--- src/rtl/core/pod_pkg.sv ---
// Shared constants and helpers for the password obfuscation decoder.
// No dependencies; used by rtl/core/password_obfuscation_decoder.sv.
package pod_pkg;

  localparam logic [6:0] OFFSET_START = 7'h21;
  localparam logic [7:0] WRAP_ADD     = 8'h5e;
  localparam logic [5:0] SIX_MASK     = 6'h3f;
  localparam logic [3:0] BYTE_BITS    = 4'd8;
  localparam logic [3:0] PAIR_BITS    = 4'd6;

  localparam logic [6:0] OFFSET_30 = 7'h30;
  localparam logic [6:0] OFFSET_40 = 7'h40;
  localparam logic [6:0] OFFSET_50 = 7'h50;
  localparam logic [6:0] OFFSET_60 = 7'h60;
  localparam logic [6:0] OFFSET_70 = 7'h70;

  // Step the rolling offset through its cycle; wrap to the start value.
  function automatic logic [6:0] next_offset(input logic [6:0] o);
    logic [6:0] n;
    if (o < OFFSET_30) begin
      n = OFFSET_30;
    end else if (o < OFFSET_40) begin
      n = OFFSET_40;
    end else if (o < OFFSET_50) begin
      n = OFFSET_50;
    end else if (o < OFFSET_60) begin
      n = OFFSET_60;
    end else if (o < OFFSET_70) begin
      n = OFFSET_70;
    end else begin
      n = OFFSET_START;
    end
    return n;
  endfunction

endpackage

--- src/rtl/core/password_obfuscation_decoder.sv ---
// Top level of the password obfuscation decoder: input register, decode
// logic, state and result register. Depends on rtl/core/pod_pkg.sv.
//
//   channel | direction | tdata                         | tuser     | tlast
//   in_     | slave     | [7:0] enc_char                | -         | last_char
//   out_    | master    | [7:0] out_byte, [8] check_ok  | is_status | -
//
// Each encoded character is held in the input register; the edge that
// decodes it also updates the string state and loads the result register.
// One character is taken per cycle, sustained, while the result side does not stall.
// rst_n is synchronous and active low; it clears all control and string state.
// A stalled result holds the result register; the input register then holds
// its character and in_tready falls until the result transfer frees the slot.
module password_obfuscation_decoder (
  input  logic        clk,
  input  logic        rst_n,
  // input channel
  input  logic        in_tvalid,
  output logic        in_tready,
  input  logic [7:0]  in_tdata,   // [7:0] enc_char
  input  logic        in_tlast,   // last_char
  // result channel
  output logic        out_tvalid,
  input  logic        out_tready,
  output logic [15:0] out_tdata,  // [7:0] out_byte, [8] check_ok, [15:9] zero
  output logic        out_tuser   // is_status
);

  // input register
  logic       in_vld_r,  in_vld_nxt;
  logic [7:0] in_char_r;
  logic       in_last_r;

  // string state
  logic [6:0] offset_r,    offset_nxt;
  logic       at_start_r,  at_start_nxt;
  logic       odd_r,       odd_nxt;
  logic [5:0] first_r,     first_nxt;
  logic [5:0] held_r,      held_nxt;
  logic [5:0] pend_bits_r, pend_bits_nxt;
  logic [2:0] pend_cnt_r,  pend_cnt_nxt;

  // result register
  logic       out_vld_r,    out_vld_nxt;
  logic [7:0] out_byte_r,   out_byte_nxt;
  logic       out_status_r, out_status_nxt;
  logic       out_ok_r,     out_ok_nxt;

  logic        advance;
  logic        in_xfer;
  logic        wrap;
  logic [5:0]  val;
  logic [5:0]  pair_diff;
  logic [11:0] acc;
  logic [3:0]  total;
  logic [2:0]  rest;
  logic [5:0]  keep_mask;
  logic [11:0] acc_shift;
  logic [5:0]  first_sel;

  // Decode the held character when the result slot is free or draining.
  assign advance   = in_vld_r && (!out_vld_r || out_tready);
  assign in_tready = !in_vld_r || advance;
  assign in_xfer   = in_tvalid && in_tready;

  // Shift back by the rolling offset, folding below-offset characters.
  always_comb begin
    wrap = ({1'b0, in_char_r} < {2'b00, offset_r});
    val  = in_char_r[5:0] - offset_r[5:0] + (wrap ? pod_pkg::WRAP_ADD[5:0] : 6'h00);
  end

  // Pair difference packed MSB first behind the pending bits.
  always_comb begin
    pair_diff = held_r - val;
    acc       = {pend_bits_r, pair_diff};
    total     = {1'b0, pend_cnt_r} + pod_pkg::PAIR_BITS;
    rest      = total[2:0];
    acc_shift = acc >> rest;
    keep_mask = ~(pod_pkg::SIX_MASK << rest);
    first_sel = at_start_r ? val : first_r;
  end

  always_comb begin
    in_vld_nxt     = in_xfer ? 1'b1 : (advance ? 1'b0 : in_vld_r);
    offset_nxt     = offset_r;
    at_start_nxt   = at_start_r;
    odd_nxt        = odd_r;
    first_nxt      = first_r;
    held_nxt       = held_r;
    pend_bits_nxt  = pend_bits_r;
    pend_cnt_nxt   = pend_cnt_r;
    out_vld_nxt    = (out_vld_r && !out_tready) ? 1'b1 : 1'b0;
    out_byte_nxt   = out_byte_r;
    out_status_nxt = out_status_r;
    out_ok_nxt     = out_ok_r;

    if (advance) begin
      offset_nxt = pod_pkg::next_offset(offset_r);
      if (in_last_r) begin
        // End of string: emit status and return to the reset state.
        out_vld_nxt    = 1'b1;
        out_byte_nxt   = 8'h00;
        out_status_nxt = 1'b1;
        out_ok_nxt     = ((first_sel ^ val) == pod_pkg::SIX_MASK);
        offset_nxt     = pod_pkg::OFFSET_START;
        at_start_nxt   = 1'b1;
        odd_nxt        = 1'b0;
        first_nxt      = 6'h00;
        held_nxt       = 6'h00;
        pend_bits_nxt  = 6'h00;
        pend_cnt_nxt   = 3'd0;
      end else if (at_start_r) begin
        first_nxt    = val;
        at_start_nxt = 1'b0;
        odd_nxt      = 1'b1;
      end else if (odd_r) begin
        held_nxt = val;
        odd_nxt  = 1'b0;
      end else begin
        odd_nxt = 1'b1;
        if (total >= pod_pkg::BYTE_BITS) begin
          // A full byte is ready; keep the low leftover bits.
          out_vld_nxt    = 1'b1;
          out_byte_nxt   = acc_shift[7:0];
          out_status_nxt = 1'b0;
          out_ok_nxt     = 1'b0;
          pend_cnt_nxt   = rest;
          pend_bits_nxt  = acc[5:0] & keep_mask;
        end else begin
          pend_cnt_nxt  = total[2:0];
          pend_bits_nxt = acc[5:0];
        end
      end
    end
  end

  always_ff @(posedge clk) begin
    if (!rst_n) begin
      in_vld_r    <= 1'b0;
      out_vld_r   <= 1'b0;
      offset_r    <= pod_pkg::OFFSET_START;
      at_start_r  <= 1'b1;
      odd_r       <= 1'b0;
      first_r     <= 6'h00;
      held_r      <= 6'h00;
      pend_bits_r <= 6'h00;
      pend_cnt_r  <= 3'd0;
    end else begin
      in_vld_r    <= in_vld_nxt;
      out_vld_r   <= out_vld_nxt;
      offset_r    <= offset_nxt;
      at_start_r  <= at_start_nxt;
      odd_r       <= odd_nxt;
      first_r     <= first_nxt;
      held_r      <= held_nxt;
      pend_bits_r <= pend_bits_nxt;
      pend_cnt_r  <= pend_cnt_nxt;
    end
  end

  // Payload registers: load only on transfer or decode.
  always_ff @(posedge clk) begin
    if (in_xfer) begin
      in_char_r <= in_tdata;
      in_last_r <= in_tlast;
    end
    out_byte_r   <= out_byte_nxt;
    out_status_r <= out_status_nxt;
    out_ok_r     <= out_ok_nxt;
  end

  assign out_tvalid = out_vld_r;
  assign out_tdata  = {7'b0000000, out_ok_r, out_byte_r};
  assign out_tuser  = out_status_r;

endmodule

--- config.mk ---
export PLATFORM = sky130hd
export DESIGN_NAME = password_obfuscation_decoder
export DESIGN_NICKNAME = d
export VERILOG_FILES = /design/src/rtl/core/pod_pkg.sv /design/src/rtl/core/password_obfuscation_decoder.sv
export SDC_FILE = /design/constraint.sdc
export NUM_CORES = 1
export LEC_CHECK = 0
export BUFFER_PORTS_ARGS = -buffer_cell sky130_fd_sc_hd__buf_4
export CAP_MARGIN = 20
export CORE_MARGIN = 1
export CORE_UTILIZATION = 40
export DETAILED_ROUTE_END_ITERATION = 8
export SLEW_MARGIN = 20
export SYNTH_ARGS = -nofsm -noshare
export SYNTH_HDL_FRONTEND = slang
export SYNTH_SLANG_ARGS = --single-unit
--- constraint.sdc ---
create_clock -name clk -period 5.6 [get_ports clk]
set_clock_uncertainty 0.15 [all_clocks]
set_input_delay 0.28 -clock clk [delete_from_list [all_inputs] [get_ports clk]]
set_output_delay 0.28 -clock clk [all_outputs]
set_load 0.05 [all_outputs]
# Yosys cells after proc, flatten, opt, wreduce, memory -nomap -nowiden
# Cells that the tools add are included.
[totals] output_inout_bits=19 word_cells=85 reg_bits=51
[op_classes] reduce_logical=14 shifts=2 muxes=38 n_addsub=4 magnitude_cmp=7 bitwise=3 eq_ne=3
[op_table] cell="2-to-1 mux 6 bit" count=9
[op_table] cell="2-to-1 mux 7 bit" count=6
[op_table] cell="less-than comparator 7 bit, second input constant" count=4
[op_table] cell="2-to-1 mux 8 bit" count=3
[op_table] cell="2-to-1 mux 1 bit" count=16
[op_table] cell=">> shifter 12 x 3 -> 8 bit" count=1
[op_table] cell="subtractor 6 bit" count=2
[op_table] cell="2-to-1 mux 3 bit" count=3
[op_table] cell="less-than comparator 8 x 7 -> 1 bit" count=1
[op_table] cell="less-than comparator 7 x 6 -> 1 bit, second input constant" count=1
[op_table] cell="adder 6 x 5 -> 6 bit" count=1
[op_table] cell="AND 6 bit" count=1
[op_table] cell="equality test 6 bit, second input constant" count=1
[op_table] cell="NOT 6 bit" count=1
[op_table] cell="AND reduction 3 bit" count=2
[op_table] cell="nonzero test 2 bit" count=3
[op_table] cell="left shift 6 x 3 -> 6 bit, first input constant" count=1
[op_table] cell="bitwise XOR 6 bit" count=1
[op_table] cell="2-to-1 mux 5 bit" count=1
[op_table] cell="adder 3 x 3 -> 4 bit, second input constant" count=1
[op_table] cell=">= comparator 4 bit, second input constant" count=1
[op_table] cell="inequality test 2 bit, second input constant" count=2
[op_table] cell="AND reduction 4 bit" count=1
[op_table] cell="logical AND 1 bit" count=3
[op_table] cell="2 further kinds" count=5

# Logic depth before layout (Yosys ltp)
[depth] word_depth=9 depth_mapped=19 depth_no_buf=19

# Worst setup path before layout
# Ideal clock, no wire load.
[synth_timing] path_kind="reg2reg" start="register offset_r[4]" end="register out_byte_r[1] (data pin)" path_slack_ns=1.453 t_required_ns=5.314 path_stages_with_launch=19 setup_time_ns=0.136 t_arrival_ns=3.861 synth_period_minus_slack_ns=4.147 n_path_buf=0 path_cell_list="dfxtp_1 inv_1 ha_1 a21oi_1 nor2b_1 o21ai_0 nand2_1 ha_1 inv_1 ha_1 inv_1 fa_1 ha_1 a21oi_1 o21ai_1 maj3_2 maj3_2 o41a_1 nand3_1"
[synth_between] elab_chain_cells=8 word_cells_on_any_way=9 classes_between="add/sub (3); order compare (1); shift (1); mux (4)"
[synth_rtl] item="start, declared" line="password_obfuscation_decoder.sv:35" text="logic [6:0] offset_r, offset_nxt;"
[synth_rtl] item="start signal, assigned" line="password_obfuscation_decoder.sv:141" text="offset_r <= pod_pkg::OFFSET_START;"
[synth_rtl] item="start signal, assigned" line="password_obfuscation_decoder.sv:151" text="offset_r <= offset_nxt;"
[synth_rtl] item="less-than comparator 8 x 7 -> 1 bit" line="password_obfuscation_decoder.sv:68" text="wrap = ({1'b0, in_char_r} < {2'b00, offset_r});"
[synth_rtl] item="2-to-1 mux 5 bit" line="password_obfuscation_decoder.sv:69" text="val = in_char_r[5:0] - offset_r[5:0] + (wrap ? pod_pkg::WRAP_ADD[5:0] : 6'h00);"
[synth_rtl] item="adder 6 x 5 -> 6 bit *" line="password_obfuscation_decoder.sv:69"
[synth_rtl] item="subtractor 6 bit *" line="password_obfuscation_decoder.sv:74" text="pair_diff = held_r - val;"
[synth_rtl] item=">> shifter 12 x 3 -> 8 bit *" line="password_obfuscation_decoder.sv:78" text="acc_shift = acc >> rest;"
[synth_rtl] item="2-to-1 mux 8 bit *" line="password_obfuscation_decoder.sv:121" text="if (total >= pod_pkg::BYTE_BITS) begin"
[synth_rtl] item="2-to-1 mux 8 bit *" line="password_obfuscation_decoder.sv:116" text="end else if (odd_r) begin"
[synth_rtl] item="2-to-1 mux 8 bit *" line="password_obfuscation_decoder.sv:112" text="end else if (at_start_r) begin"
[synth_rtl] item="end signal, assigned" line="password_obfuscation_decoder.sv:167" text="out_byte_r <= out_byte_nxt;"
[synth_rtl] item="end, declared" line="password_obfuscation_decoder.sv:45" text="logic [7:0] out_byte_r, out_byte_nxt;"
# Every way passes the cells marked *; elsewhere a longest branch is shown, timed or not. The select of a mux whose other input is x is not followed.
# A chain may end at the register's enable or synchronous reset.

# Final worst setup path
# Ends and elaborated chain as after synthesis.

==> impl_results.md <==
- Outcome: complete, no violations
- Syn_area_per_cell: 9.216 um^2
- Clock Latency Late Sink: 0.30 ns
- N_diodes: 0
- Synth Register Bits: 47
- Synth top cells by count: nor2_1, inv_1, dfxtp_1
- Crit path launch type: flip-flop
- P per Cell Area: 256.8 nW/um^2
- Min cycle time layout: 4.468 ns
- Worst Reg-to-Reg Cells: 18
- Critical R2R Capture: out_byte_r[1]
- Core Region: 6531 um^2
- H-tree levels: 2
- Reg clk slew, reported paths: 0.09 ns
- Post-CTS sizing: 0
- Most common cell in the netlist: nor2_1
- Die X: 85.28 um
- CTS sink cnt: 47
- Setup Buffers After CTS: 0
- Min-delay worst type: in -> reg
- Final hold vios: 0
- Hpwl dp: 4146 um
- Std cell rows: 29
- RSZ-0062 raised after global routing: false
- Slew @ Worst Pin: 0.9335 ns
- Routed vias: 2135
- Antenna Nets Post-Route: 0
- DR WL/cell: 14.08 um
- Port buffer count: 24
- Worst Hold End: in_vld_r
- Yosys warns: 0
- Req. time, crit path: 5.62 ns
- Hold_buf cts: 4
- Power consumption: 0.8084 mW
- # DRC: 0
- VDD IR-drop max: 0.0001048 V
- Multi-input logic area: 1445 um^2
- Met2 Track Usage GR: 26.98%
- Area grow syn2layout: 13.49%
- Reg-to-Reg Start: offset_r[4]
- Post-synth ARST share: 0%
- I/O Pins: 32
- Clk root buf: clkbuf_8
- Drt via density: 5.246
- Initial antenna violation count: 0
- Storage cell area: 1131 um^2
- Max frequency: 0.2238 GHz
- Post-synth EDFFs: 19
- Aggregate global-route resource usage: 16.90%
- DR iter-0 viols: 122
- Vias in the first global route: 1993
- Die area: 7272 um^2
- Top cells by area, synth: edfxtp_1, dfxtp_1, ha_1
- Final TNS setup: 0 ns
- Leakage power total: 1.269 nW
- Nets: 364
- Routability cong.: 0.8057
- Die Y: 85.28 um
- Dominant synthesized flop cell: dfxtp_1
- Post-route clock period utilization: 79.78%
- GR Util met3: 3.405%
- Netlist cell types: 50
- First-pass GRT wire length: 9611 um
- # setup viols final: 0
- Cell Area, Synth: 2774 um^2
- R2R Setup Slk: 1.13 ns
- Seq/Total Area, Yosys: 40.78%
- Fillcell total: 655
- Cell count after synthesis: 301
- Crit path DAT: 4.48 ns
- CTS Buf Count: 5
- Startpoint of the worst hold path: in_tvalid
- GRT Max-Usage Layer: met2
- Leading area contributor after synthesis: edfxtp_1
- Crit Path Category: reg -> reg
- Slew HR: 37.77%
- Largest net degree at the start of global routing: 28
- WHS Path Cells: 3
- Clock Path Buffers: 2
- Max FO, Critical Path: 6
- CTS tree: yes
- Top-area cell type share of the netlist area: 20.57%
- First drt pass iteration count: 4
- MaxCap Viol Count: 0
- Layout cell share with drive strength beyond 1: 11.82%
- Met1 usage: 23.45%
- Worst setup EP type: flip-flop
- Count of pins over their slew limit: 0
- Starting Density: 42.47%
- Routed Wire Length: 5729 um
- Remaining global-route overflow: 0
-- layout by cell type, fill, tap and decap left out, drive strengths merged, types with 2 or more instances in the layout --
cell         Yosys  layout
nor2            30      30
inv             29      29
dfxtp           28      28
buf             11      25
a21oi           22      22
ha              19      19
edfxtp          19      19
nand2           18      18
o21ai           13      13
xnor2           11      11
o22ai           11      11
nor2b            9       9
dlygate4sd3      0       9
mux2i            8       8
nor3             7       7
conb             1       7
clkbuf           8       7
and2             5       5
nand3            5       5
a2bb2oi          5       5
xor2             5       5
nand2b           3       3
fa               3       3
clkinv           2       3
nand4            2       2
or3              2       2
a31oi            2       2
a22oi            2       2
a32o             2       2
mux2             2       2
maj3             2       2
-- stage by stage --
step / instance area [um^2] / util, % / setup WS, ns / hold slack, ns / cells
after floorplan: 2796 / - / 1.453 / 0.2289 / 307
after global placement: 2977 / 45.57 / 1.290 / 0.2933 / 390
after detailed placement: 2977 / 45.57 / 1.157 / 0.3095 / 390
after CTS: 3098 / 47.43 / 1.126 / 0.0007672 / 402
after global routing: 3148 / 48.20 / 0.8082 / 0.05190 / 407
final: 3148 / 48.20 / 1.132 / 0.04081 / 407
-- routing by layer --
layer / part of all wire, % / up-vias
met5: 0 / -
met4: 0.84 / 0
li1: - / 1086
met2: 44 / 38
met1: 51 / 1007
met3: 3.8 / 4
-- area by class of cell --
cell class,instances,area share [%]
Multi-Input combinational cell,210,45.91
Sequential cell,47,35.93
Timing Repair Buffer,34,8.824
Inverter,31,3.696
Tap cell,77,3.060
Clock buffer,7,2.424
Clock inverter,1,0.1590
-- power by group --
part	switching, mW	total (mW)	internal, mW
clock	0.115	0.203	0.0880
sequential	0.0113	0.379	0.368
combinational	0.135	0.226	0.0905
-- worst max-delay path by stage --
stage / from / endpoint / slack (ns) / cells past startpoint
3_3_place_gp: offset_r[4] / out_byte_r[1] / 1.29 / 18
3_5_place_dp: offset_r[4] / out_byte_r[1] / 1.16 / 18
2_1_floorplan: offset_r[4] / out_byte_r[1] / 1.45 / 18
6_report: offset_r[4] / out_byte_r[1] / 1.13 / 18
5_1_grt: offset_r[4] / out_byte_r[1] / 0.81 / 18
4_1_cts: offset_r[4] / out_byte_r[1] / 1.13 / 18
-- kinds of logic after synthesis --
family	after synthesis	synth area share, %
DFF	47	40.78
buffers and inverters	50	7.939
other	1	0.1352
AOI/OAI and AO/OA	66	15.16
xor gates and xnor gates	17	6.134
and+or+nand+nor	86	14.61
adders and majority gates	24	11.55
muxes	10	3.699
-- critical path: stages, from the launching register on --
cell and delay [ns]:
dfxtp_1 0.42, inv_1 0.11, ha_1 0.28, a21oi_1 0.13
nor2b_1 0.06, o21ai_0 0.15, nand2_1 0.16, ha_1 0.30
inv_1 0.04, ha_1 0.20, inv_1 0.07, fa_1 0.47
ha_1 0.36, a21oi_1 0.16, o21ai_1 0.11, maj3_2 0.32
maj3_2 0.37, o41a_1 0.38, nand3_1 0.09
-- flip-flops by register name, indices dropped and copies added, names as in the netlist, 2 cells and up --
signal,count
in_char_r,8
out_byte_r,8
first_r,6
held_r,6
pend_bits_r,6
offset_r,4
pend_cnt_r,2
Power figures use the tool's default switching activity.
